==> src/hdl/pmdl_pkg.sv <==
// Shared types and constants for the partition merge block with dense group labels.
package pmdl_pkg;

  localparam int unsigned MAX_MEMBERS_DEF = 64;
  localparam int unsigned MODE_W          = 2;
  localparam int unsigned LBL_W           = 6;
  localparam int unsigned CNT_W           = 7;
  localparam int unsigned MASK_W          = 64;
  localparam int unsigned STAT_W          = 2;
  localparam int unsigned QUEUE_DEPTH     = 2;
  localparam int unsigned QPTR_W          = $clog2(QUEUE_DEPTH);
  localparam int unsigned QCNT_W          = $clog2(QUEUE_DEPTH + 1);

  localparam logic [MODE_W-1:0] MODE_ADD   = 2'd0;
  localparam logic [MODE_W-1:0] MODE_ALLY  = 2'd1;
  localparam logic [MODE_W-1:0] MODE_QUERY = 2'd2;
  localparam logic [MODE_W-1:0] MODE_SPARE = 2'd3;

  localparam logic [STAT_W-1:0] STAT_OK      = 2'd0;
  localparam logic [STAT_W-1:0] STAT_FULL    = 2'd1;
  localparam logic [STAT_W-1:0] STAT_MISSING = 2'd2;

  typedef enum logic [1:0] {
    OP_ADD   = 2'd0,
    OP_ALLY  = 2'd1,
    OP_QUERY = 2'd2
  } op_e;

  typedef struct packed {
    logic [MODE_W-1:0] mode;
    logic [LBL_W-1:0]  member_a;
    logic [LBL_W-1:0]  member_b;
  } in_item_t;

  typedef struct packed {
    logic [STAT_W-1:0] status;
    logic [LBL_W-1:0]  new_member;
    logic [LBL_W-1:0]  member_group;
    logic [MASK_W-1:0] ally_mask;
    logic [CNT_W-1:0]  group_count;
    logic [CNT_W-1:0]  member_count;
  } out_item_t;

  typedef struct packed {
    op_e              op;
    logic [LBL_W-1:0] a;
    logic [LBL_W-1:0] b;
  } cmd_t;

  typedef struct packed {
    logic valid;
    cmd_t cmd;
  } q_head_t;

endpackage

==> src/hdl/pmdl_front.sv <==
// Front end: accepts items, decodes the mode and queues commands for the back end.
module pmdl_front import pmdl_pkg::*; (
  input  logic     clk_i,
  input  logic     rst_ni,
  input  logic     start,
  output logic     busy,
  input  in_item_t item_i,
  output q_head_t  head_o,
  input  logic     pop_i
);

  cmd_t              entry_q [QUEUE_DEPTH];
  logic [QPTR_W-1:0] wr_q, wr_d;
  logic [QPTR_W-1:0] rd_q, rd_d;
  logic [QCNT_W-1:0] cnt_q, cnt_d;
  logic              push;
  cmd_t              cmd_in;

  function automatic logic [QPTR_W-1:0] ptr_next(input logic [QPTR_W-1:0] p);
    return (p == QPTR_W'(QUEUE_DEPTH - 1)) ? '0 : p + QPTR_W'(1);
  endfunction

  // Mode 3 carries no meaning of its own and runs as a query.
  always_comb begin
    cmd_in.a = item_i.member_a;
    cmd_in.b = item_i.member_b;
    unique case (item_i.mode) inside
      MODE_ADD:               cmd_in.op = OP_ADD;
      MODE_ALLY:              cmd_in.op = OP_ALLY;
      MODE_QUERY, MODE_SPARE: cmd_in.op = OP_QUERY;
    endcase
  end

  assign busy = (cnt_q == QCNT_W'(QUEUE_DEPTH));
  assign push = start && !busy;

  assign head_o.valid = (cnt_q != '0);
  assign head_o.cmd   = entry_q[rd_q];

  always_comb begin
    wr_d  = push ? ptr_next(wr_q) : wr_q;
    rd_d  = pop_i ? ptr_next(rd_q) : rd_q;
    cnt_d = cnt_q;
    if (push && !pop_i) begin
      cnt_d = cnt_q + QCNT_W'(1);
    end else if (pop_i && !push) begin
      cnt_d = cnt_q - QCNT_W'(1);
    end
  end

  always_ff @(posedge clk_i or negedge rst_ni) begin
    if (!rst_ni) begin
      wr_q  <= '0;
      rd_q  <= '0;
      cnt_q <= '0;
    end else begin
      wr_q  <= wr_d;
      rd_q  <= rd_d;
      cnt_q <= cnt_d;
    end
  end

  always_ff @(posedge clk_i) begin
    if (push) begin
      entry_q[wr_q] <= cmd_in;
    end
  end

endmodule

==> src/hdl/pmdl_back.sv <==
// Back end: label memory, relabel sweep and result assembly.
module pmdl_back import pmdl_pkg::*; #(
  parameter int unsigned MAX_MEMBERS = MAX_MEMBERS_DEF
) (
  input  logic      clk_i,
  input  logic      rst_ni,
  input  q_head_t   head_i,
  output logic      pop_o,
  output logic      result_valid_o,
  output out_item_t result_o
);

  localparam int unsigned IDX_W = (MAX_MEMBERS > 1) ? $clog2(MAX_MEMBERS) : 1;
  localparam logic [CNT_W-1:0] CAP = CNT_W'(MAX_MEMBERS);

  typedef enum logic [4:0] {
    S_IDLE  = 5'b00001,
    S_LOOK  = 5'b00010,
    S_EVAL  = 5'b00100,
    S_SWEEP = 5'b01000,
    S_DONE  = 5'b10000
  } state_e;

  state_e state_q, state_d;

  logic [CNT_W-1:0]  mu_q, mu_d;
  logic [CNT_W-1:0]  gu_q, gu_d;

  op_e               op_q, op_d;
  logic [LBL_W-1:0]  a_q, a_d;
  logic [LBL_W-1:0]  b_q, b_d;
  logic [STAT_W-1:0] status_q, status_d;
  logic [LBL_W-1:0]  new_q, new_d;
  logic              a_ok_q, a_ok_d;
  logic              merge_q, merge_d;
  logic [LBL_W-1:0]  lo_q, lo_d;
  logic [LBL_W-1:0]  hi_q, hi_d;
  logic [LBL_W-1:0]  grp_q, grp_d;
  logic [MASK_W-1:0] mask_q, mask_d;
  logic [CNT_W-1:0]  rd_q, rd_d;
  logic              pv_q, pv_d;
  logic [LBL_W-1:0]  pi_q, pi_d;

  logic [LBL_W-1:0]  mem [MAX_MEMBERS];
  logic              we;
  logic [IDX_W-1:0]  waddr;
  logic [LBL_W-1:0]  wdata;
  logic [IDX_W-1:0]  raddr_a, raddr_b;
  logic [LBL_W-1:0]  rdata_a_q, rdata_b_q;

  // Merged-away label takes the low label; labels above it close the gap.
  function automatic logic [LBL_W-1:0] remap(input logic [LBL_W-1:0] d,
                                             input logic [LBL_W-1:0] lo,
                                             input logic [LBL_W-1:0] hi);
    logic [LBL_W-1:0] r;
    r = d;
    if (d == hi) begin
      r = lo;
    end else if (d > hi) begin
      r = d - LBL_W'(1);
    end
    return r;
  endfunction

  always_comb begin
    logic             a_ok, b_ok, issue;
    logic [LBL_W-1:0] lo_c, hi_c, nd;

    state_d  = state_q;
    mu_d     = mu_q;
    gu_d     = gu_q;
    op_d     = op_q;
    a_d      = a_q;
    b_d      = b_q;
    status_d = status_q;
    new_d    = new_q;
    a_ok_d   = a_ok_q;
    merge_d  = merge_q;
    lo_d     = lo_q;
    hi_d     = hi_q;
    grp_d    = grp_q;
    mask_d   = mask_q;
    rd_d     = rd_q;
    pv_d     = 1'b0;
    pi_d     = pi_q;
    pop_o    = 1'b0;
    we       = 1'b0;
    waddr    = '0;
    wdata    = '0;
    raddr_a  = '0;
    raddr_b  = '0;
    a_ok     = (CNT_W'(a_q) < mu_q);
    b_ok     = (CNT_W'(b_q) < mu_q);
    lo_c     = (rdata_a_q < rdata_b_q) ? rdata_a_q : rdata_b_q;
    hi_c     = (rdata_a_q < rdata_b_q) ? rdata_b_q : rdata_a_q;
    issue    = (rd_q < mu_q);
    nd       = merge_q ? remap(rdata_a_q, lo_q, hi_q) : rdata_a_q;

    unique case (state_q)
      S_IDLE: begin
        if (head_i.valid) begin
          pop_o    = 1'b1;
          op_d     = head_i.cmd.op;
          a_d      = head_i.cmd.a;
          b_d      = head_i.cmd.b;
          status_d = STAT_OK;
          new_d    = '0;
          merge_d  = 1'b0;
          if (head_i.cmd.op == OP_ADD) begin
            if (mu_q >= CAP) begin
              status_d = STAT_FULL;
            end else begin
              // New member opens a group of its own.
              we    = 1'b1;
              waddr = mu_q[IDX_W-1:0];
              wdata = gu_q[LBL_W-1:0];
              new_d = mu_q[LBL_W-1:0];
              mu_d  = mu_q + CNT_W'(1);
              gu_d  = gu_q + CNT_W'(1);
            end
          end
          state_d = S_LOOK;
        end
      end
      S_LOOK: begin
        raddr_a = a_q[IDX_W-1:0];
        raddr_b = b_q[IDX_W-1:0];
        state_d = S_EVAL;
      end
      S_EVAL: begin
        a_ok_d = a_ok;
        grp_d  = a_ok ? rdata_a_q : '0;
        if (op_q == OP_ALLY) begin
          if (!(a_ok && b_ok)) begin
            status_d = STAT_MISSING;
          end else if (rdata_a_q != rdata_b_q) begin
            merge_d = 1'b1;
            lo_d    = lo_c;
            hi_d    = hi_c;
            grp_d   = remap(rdata_a_q, lo_c, hi_c);
            if (gu_q != '0) begin
              gu_d = gu_q - CNT_W'(1);
            end
          end
        end else if (op_q == OP_QUERY && !a_ok) begin
          status_d = STAT_MISSING;
        end
        mask_d  = '0;
        rd_d    = '0;
        state_d = S_SWEEP;
      end
      S_SWEEP: begin
        // Read one entry per cycle; relabel and match it in the following cycle.
        if (issue) begin
          raddr_a = rd_q[IDX_W-1:0];
          rd_d    = rd_q + CNT_W'(1);
          pv_d    = 1'b1;
          pi_d    = rd_q[LBL_W-1:0];
        end
        if (pv_q) begin
          if (merge_q) begin
            we    = 1'b1;
            waddr = pi_q[IDX_W-1:0];
            wdata = nd;
          end
          if (a_ok_q && pi_q != a_q && nd == grp_q) begin
            mask_d[pi_q] = 1'b1;
          end
        end
        if (!issue && !pv_q) begin
          state_d = S_DONE;
        end
      end
      S_DONE: begin
        state_d = S_IDLE;
      end
      default: begin
        state_d = S_IDLE;
      end
    endcase
  end

  always_ff @(posedge clk_i or negedge rst_ni) begin
    if (!rst_ni) begin
      state_q <= S_IDLE;
      mu_q    <= '0;
      gu_q    <= '0;
      pv_q    <= 1'b0;
    end else begin
      state_q <= state_d;
      mu_q    <= mu_d;
      gu_q    <= gu_d;
      pv_q    <= pv_d;
    end
  end

  always_ff @(posedge clk_i) begin
    op_q     <= op_d;
    a_q      <= a_d;
    b_q      <= b_d;
    status_q <= status_d;
    new_q    <= new_d;
    a_ok_q   <= a_ok_d;
    merge_q  <= merge_d;
    lo_q     <= lo_d;
    hi_q     <= hi_d;
    grp_q    <= grp_d;
    mask_q   <= mask_d;
    rd_q     <= rd_d;
    pi_q     <= pi_d;
  end

  always_ff @(posedge clk_i) begin
    if (we) begin
      mem[waddr] <= wdata;
    end
    rdata_a_q <= mem[raddr_a];
    rdata_b_q <= mem[raddr_b];
  end

  assign result_valid_o         = (state_q == S_DONE);
  assign result_o.status        = status_q;
  assign result_o.new_member    = new_q;
  assign result_o.member_group  = grp_q;
  assign result_o.ally_mask     = mask_q;
  assign result_o.group_count   = gu_q;
  assign result_o.member_count  = mu_q;

endmodule

==> src/hdl/partition_merge_dense_labels_top.sv <==
// Top level of the partition merge block with dense group labels.
// Each item runs through the back end in steps: dispatch, label lookup, evaluate, a sweep
// over the table that reads one entry per cycle and then drains the read pipeline, and
// the result; an empty table gives the shortest sweep. The sweep uses the first of the
// label memory's two read ports and sets how long an item takes. A two-entry command
// queue sits in front:
// busy rises only when it is full, so up to two items may be taken while one is being
// worked. Each result is shown for exactly one cycle with result_valid_o high; the
// receiver cannot stall, so it must take the result in that cycle. After reset the
// table is empty and the block is ready at once.
module partition_merge_dense_labels_top import pmdl_pkg::*; #(
  parameter int unsigned MAX_MEMBERS = MAX_MEMBERS_DEF
) (
  input  logic      clk_i,
  input  logic      rst_ni,
  input  logic      start,
  output logic      busy,
  input  in_item_t  item_i,
  output logic      result_valid_o,
  output out_item_t result_o
);

  q_head_t head;
  logic    pop;

  pmdl_front u_front (
    .clk_i  (clk_i),
    .rst_ni (rst_ni),
    .start  (start),
    .busy   (busy),
    .item_i (item_i),
    .head_o (head),
    .pop_i  (pop)
  );

  pmdl_back #(
    .MAX_MEMBERS (MAX_MEMBERS)
  ) u_back (
    .clk_i          (clk_i),
    .rst_ni         (rst_ni),
    .head_i         (head),
    .pop_o          (pop),
    .result_valid_o (result_valid_o),
    .result_o       (result_o)
  );

endmodule

==> config.mk <==
export PLATFORM = sky130hd
export DESIGN_NAME = partition_merge_dense_labels_top
export DESIGN_NICKNAME = d
export VERILOG_FILES = /design/src/hdl/pmdl_pkg.sv /design/src/hdl/pmdl_front.sv /design/src/hdl/pmdl_back.sv /design/src/hdl/partition_merge_dense_labels_top.sv
export SDC_FILE = /design/constraint.sdc
export NUM_CORES = 1
export LEC_CHECK = 0
export BUFFER_PORTS_ARGS = -buffer_cell sky130_fd_sc_hd__buf_4
export CORE_MARGIN = 3
export CORE_UTILIZATION = 35
export DETAILED_ROUTE_END_ITERATION = 8
export GPL_TIMING_DRIVEN = 1
export PLACE_DENSITY = 0.54
export SETUP_SLACK_MARGIN = 0.02
export SLEW_MARGIN = 40
export SYNTH_ARGS = -nofsm -noshare
export SYNTH_HDL_FRONTEND = slang
export SYNTH_HIERARCHICAL = 1
export SYNTH_SLANG_ARGS = --single-unit
==> constraint.sdc <==
create_clock -name clk_i -period 7 [get_ports clk_i]
set_input_delay 0.7 -clock clk_i [delete_from_list [all_inputs] [get_ports clk_i]]
set_output_delay 0.7 -clock clk_i [all_outputs]
set_load 0.01 [all_outputs]
==> results.md <==
Yosys:
- The count of different cell masters after synthesis is 80.
- After synthesis, the most frequently instantiated cells are 531 x sky130_fd_sc_hd__edfxtp_1, 465 x sky130_fd_sc_hd__nand2_1, 189 x sky130_fd_sc_hd__nor2_1.
- After synthesis, the cell types taking the most area are sky130_fd_sc_hd__edfxtp_1 57%, sky130_fd_sc_hd__nand2_1 6.2%, sky130_fd_sc_hd__mux2i_1 5.0%.
- The synthesized instance count is ~2500.
- Counting every net in the synthesized netlist gives 2573.
- The share of synthesized area occupied by flip-flops and latches is 0.598.
- For this run, asynchronously set or reset flops after synthesis account for 0.0423.
- Dividing the synthesized area by the synthesized cell count gives approximately 11 µm².
- The library cell with the highest instance count after synthesis is sky130_fd_sc_hd__edfxtp_1.
- After synthesis the cells add up to 0.0281 mm².
- Of the post-synthesis cell area, the dominant cell type holds 0.568.
- The number of synthesized flops with an enable pin is roughly 530.
- Summed over all instances, the cell type with the most area after synthesis is sky130_fd_sc_hd__edfxtp_1.
- The count of synthesis-stage warnings from yosys is 6.
- Counting flops and latches in the post-synthesis netlist gives 567.
- In the synthesized netlist the dominant register cell turns out to be sky130_fd_sc_hd__edfxtp_1.

STA:
- Across all hold checks on the routed design, the worst slack comes to 0.272 ns.
- Between clock sinks in the finished design, the worst skew comes to 0.0125 ns.
- In the post-route analysis, the smallest setup slack over all paths is 1.78 ns.
- For the pin with the worst max-slew slack, the measured transition is 0.912 ns.
- Dividing the final minimum period by the clock period gives 0.745.
- For this run, the top clock speed supported by timing is 192 MHz.
- The hold violation count in the final report is 0.
- The count of final setup violators is 0.
- The summed negative setup slack over all endpoints is 0 ns.
- Setup repair after global routing left no endpoint under its margin.
- Measured against its own limit, the worst slew margin works out to 0.391.
- The worst path in the final design needs a cycle of 5.22 ns, including I/O delays and setup.
- The total count of max-transition violations in the final report came to 0.

Run:
- The count of maximum capacitance violations is 0.

Critical path:
- The endpoint identified for the worst register-to-register timing path is u_back/rdata_a_q[4]$_DFF_P_.
- The launch point of the critical path is u_back/state_q[3]$_DFFE_PN0P_.
- At the worst endpoint, the arrival time is 5.71 ns.
- The maximum fanout along the worst path is 53.
- The startpoint identified for the worst register-to-register timing path is u_back/state_q[3]$_DFFE_PN0P_.
- Traced cell by cell, the critical path runs through nor3b_4 > and2_1 > nand2_1 > nand2_4 > buf_4 > mux2i_1 > o31ai_1 > nor4_1 > a21oi_1 > a211o_1.
- The worst setup path is of the reg2reg kind.
- The kind of start point of the critical path is a register.
- The critical path's largest stage delay is 0.73 ns.
- The worst setup path is captured at a register.
- Measured in cells, the most critical reg-to-reg path has a length of 10.
- The endpoint required time on the critical path is 7.50 ns.
- The largest individual stage delay along the critical path comes from the cell sky130_fd_sc_hd__nand2_4.
- The endpoint of the most critical setup path is u_back/rdata_a_q[4]$_DFF_P_.
- The setup slack of the worst register-to-register path is about 1.8 ns.

Drt:
- The final antenna-violating net count is 0.
- For this block, the routed nets add up to just under 100 mm of wire.
- The number of detailed-routing iterations run before antenna repair is 6.
- The routed wirelength normalized by instance count is 26.3 µm.
- Using the TritonRoute via totals, the vias-per-cell ratio works out to 5.92.
- The total number of vias is 21600.
- The remaining routing DRC violations is 0.
- The first routing iteration left 2528 violations.

Placed design:
- The pre-CTS worst setup slack is between 1.5 and 2 ns.
- The HPWL after detailed placement is 62.2 mm.
- The last weighted congestion value of the routability-driven placer is 0.964.
- The area after detailed placement is about 0.030 mm².
- The number of input and output port buffers inserted is 110.

Floorplan:
- The count of pins on the block boundary is 111.
- The initial utilization of the core area, before any placement, comes to 0.354.
- In this run the horizontal extent of the chip is 289 µm.
- The floorplan has 103 rows.
- After floorplanning, the core was sized to cover roughly 0.079 mm².
- The die is 289 µm tall.
- The die covers 0.0837 mm².

Clock tree:
- The H-tree was split into 2 levels.
- CTS saw roughly 570 sinks.
- The clock latency at the later pin of the worst-skew pair is 0.61 ns.
- The tree is rooted in a sky130_fd_sc_hd__clkbuf_16.
- Gates resized during post-CTS repair numbered 0.
- The clock-pin slew of the registers on the worst-case setup and hold paths is 0.06 ns.
- The post-CTS repair timing setup buffer count is 0.
- TritonCTS built the clock tree.
- The longest clock path from root to sink contains 3 buffers.
- The number of buffers added by the clock tree synthesis step is 58.

Power:
- For this design the static power due to leakage is 11.6 nW.
- Dividing total power by cell area gives a power density of between 300 and 400 mW/mm².
- VDD sags by at most 0.171 mV.

GRT:
- The wire length of the first global-routing pass is 141 mm.
- Across every metal layer, demand over resource in global routing totals 0.225.
- The total overflow left after global routing is 0.
- The initial antenna violation count is 0.
- The via count of the first global-routing pass came to 20800.
- The pin count of the biggest net entering global routing is 73.

Outcome:
- The flow ran to the end, and the final reports show no timing, DRC or antenna violations.

Min path:
- The classification of the worst-slack hold path is in2reg.

Finish:
- The layout overhead on the synthesized area is 13.9%.
- For this run, the post-layout net count is 2620.
- In the final layout, the share of cells above drive strength 1 is 0.122.
- The final non-filler cell area is 0.0320 mm².
-- logic make-up after synthesis --
family | after synthesis | share of synthesized area
DFF | 567 | 0.598
and+or+nand+nor | 918 | 0.142
adders and majority gates | 45 | 0.0203
AOI/OAI and AO/OA | 558 | 0.132
xor gates and xnor gates | 43 | 0.0134
muxes | 166 | 0.0615
buffers and inverters | 214 | 0.0329
-- metrics by stage --
step | util | cells | power, W
2_1_floorplan | - | 2511 | 0.00678
3_3_place_gp | 0.378 | 3541 | 0.00808
3_5_place_dp | 0.379 | 3546 | 0.00814
4_1_cts | 0.403 | 3656 | 0.0113
5_1_grt | 0.404 | 3657 | 0.0118
6_report | 0.404 | 3658 | 0.0113
-- cell usage in the layout, fill, tap and decap left out, types with 40 or more instances in the layout --
cell and n:
sky130_fd_sc_hd__nand2_1 457, sky130_fd_sc_hd__clkbuf_16 61, sky130_fd_sc_hd__a211oi_1 49, sky130_fd_sc_hd__o22ai_1 40, sky130_fd_sc_hd__edfxtp_1 531, sky130_fd_sc_hd__mux2i_1 140
sky130_fd_sc_hd__ha_1 44, sky130_fd_sc_hd__buf_4 146, sky130_fd_sc_hd__nor2_1 185, sky130_fd_sc_hd__and3_1 56, sky130_fd_sc_hd__inv_1 41, sky130_fd_sc_hd__nand3_1 105
sky130_fd_sc_hd__o221ai_1 46, sky130_fd_sc_hd__o21ai_0 44, sky130_fd_sc_hd__a21oi_1 182
-- worst min-delay path by stage --
stage / start / endpoint / slack (ns) / cells after the start
after floorplan: rst_ni / u_back/gu_q[0]$_DFFE_PN0P_ / 0.40 / 0
after global placement: u_front/cnt_q[1]$_DFFE_PN0P_ / u_front/cnt_q[1]$_DFFE_PN0P_ / 0.47 / 1
after detailed placement: u_front/cnt_q[1]$_DFFE_PN0P_ / u_front/cnt_q[1]$_DFFE_PN0P_ / 0.49 / 1
after CTS: item_i[0] / u_front/entry_q[1][0]$_DFFE_PP_ / 0.24 / 1
final: item_i[0] / u_front/entry_q[1][0]$_DFFE_PP_ / 0.27 / 1
after global routing: item_i[5] / u_front/entry_q[1][5]$_DFFE_PP_ / 0.24 / 1
-- layout make-up --
cell class | count | area (µm²)
diodes | 1 | 2.50
flip-flops and latches | 567 | 16800
well taps | 1050 | 1310
repair buffers | 159 | 1240
inverters | 42 | 158
clock inverters | 32 | 259
multi-input cells | 1730 | 10600
fillers | 7455 | 47300
clock buffers | 77 | 1650
-- state kept, by name, indices dropped and copies added, names as in the netlist --
signal and cells:
u_front/rd_q 1, u_back/mask_q 64, u_front/wr_q 1, u_back/a_ok_q 1, u_back/b_q 6, u_back/gu_q 7
u_back/mem 384, u_front/cnt_q 2, u_back/rd_q 7, u_back/rdata_b_q 6, u_back/lo_q 6, u_back/mu_q 7
u_back/pi_q 6, u_front/entry_q 28, u_back/op_q 2, u_back/merge_q 1, u_back/state_q 5, u_back/a_q 6
u_back/pv_q 1, u_back/grp_q 6, u_back/new_q 6, u_back/status_q 2, u_back/rdata_a_q 6, u_back/hi_q 6
-- power breakdown --
group / switching [W] / total, W / internal (W)
registers: 0.000335 / 0.00443 / 0.00409
clock network: 0.00131 / 0.00310 / 0.00179
logic: 0.00247 / 0.00375 / 0.00128
-- timing repair --
item | in CTS | in global routing
hold endpoints to repair | 23 | 0
hold buffers | 1 | 0
setup endpoints to repair | 0 | 0
-- critical path: cells and delay by family, from the launching register on --
kind,cells,cell delay (ns)
AND/OR/NAND/NOR,5,2.93
AO/OA/AOI/OAI,3,0.71
buffers and inverters,1,0.63
flip-flops,1,0.51
multiplexers,1,0.25
-- per-layer routing --
layer / global-route usage / up-vias / wire, µm
met4: 0.0970 / 0 / 4450
li1: - / 9492 / -
met1: 0.310 / 10700 / 39900
met3: 0.0442 / 222 / 9040
met2: 0.347 / 1239 / 43000
met5: 0 / - / 0
(Power assumes the default switching activity.)
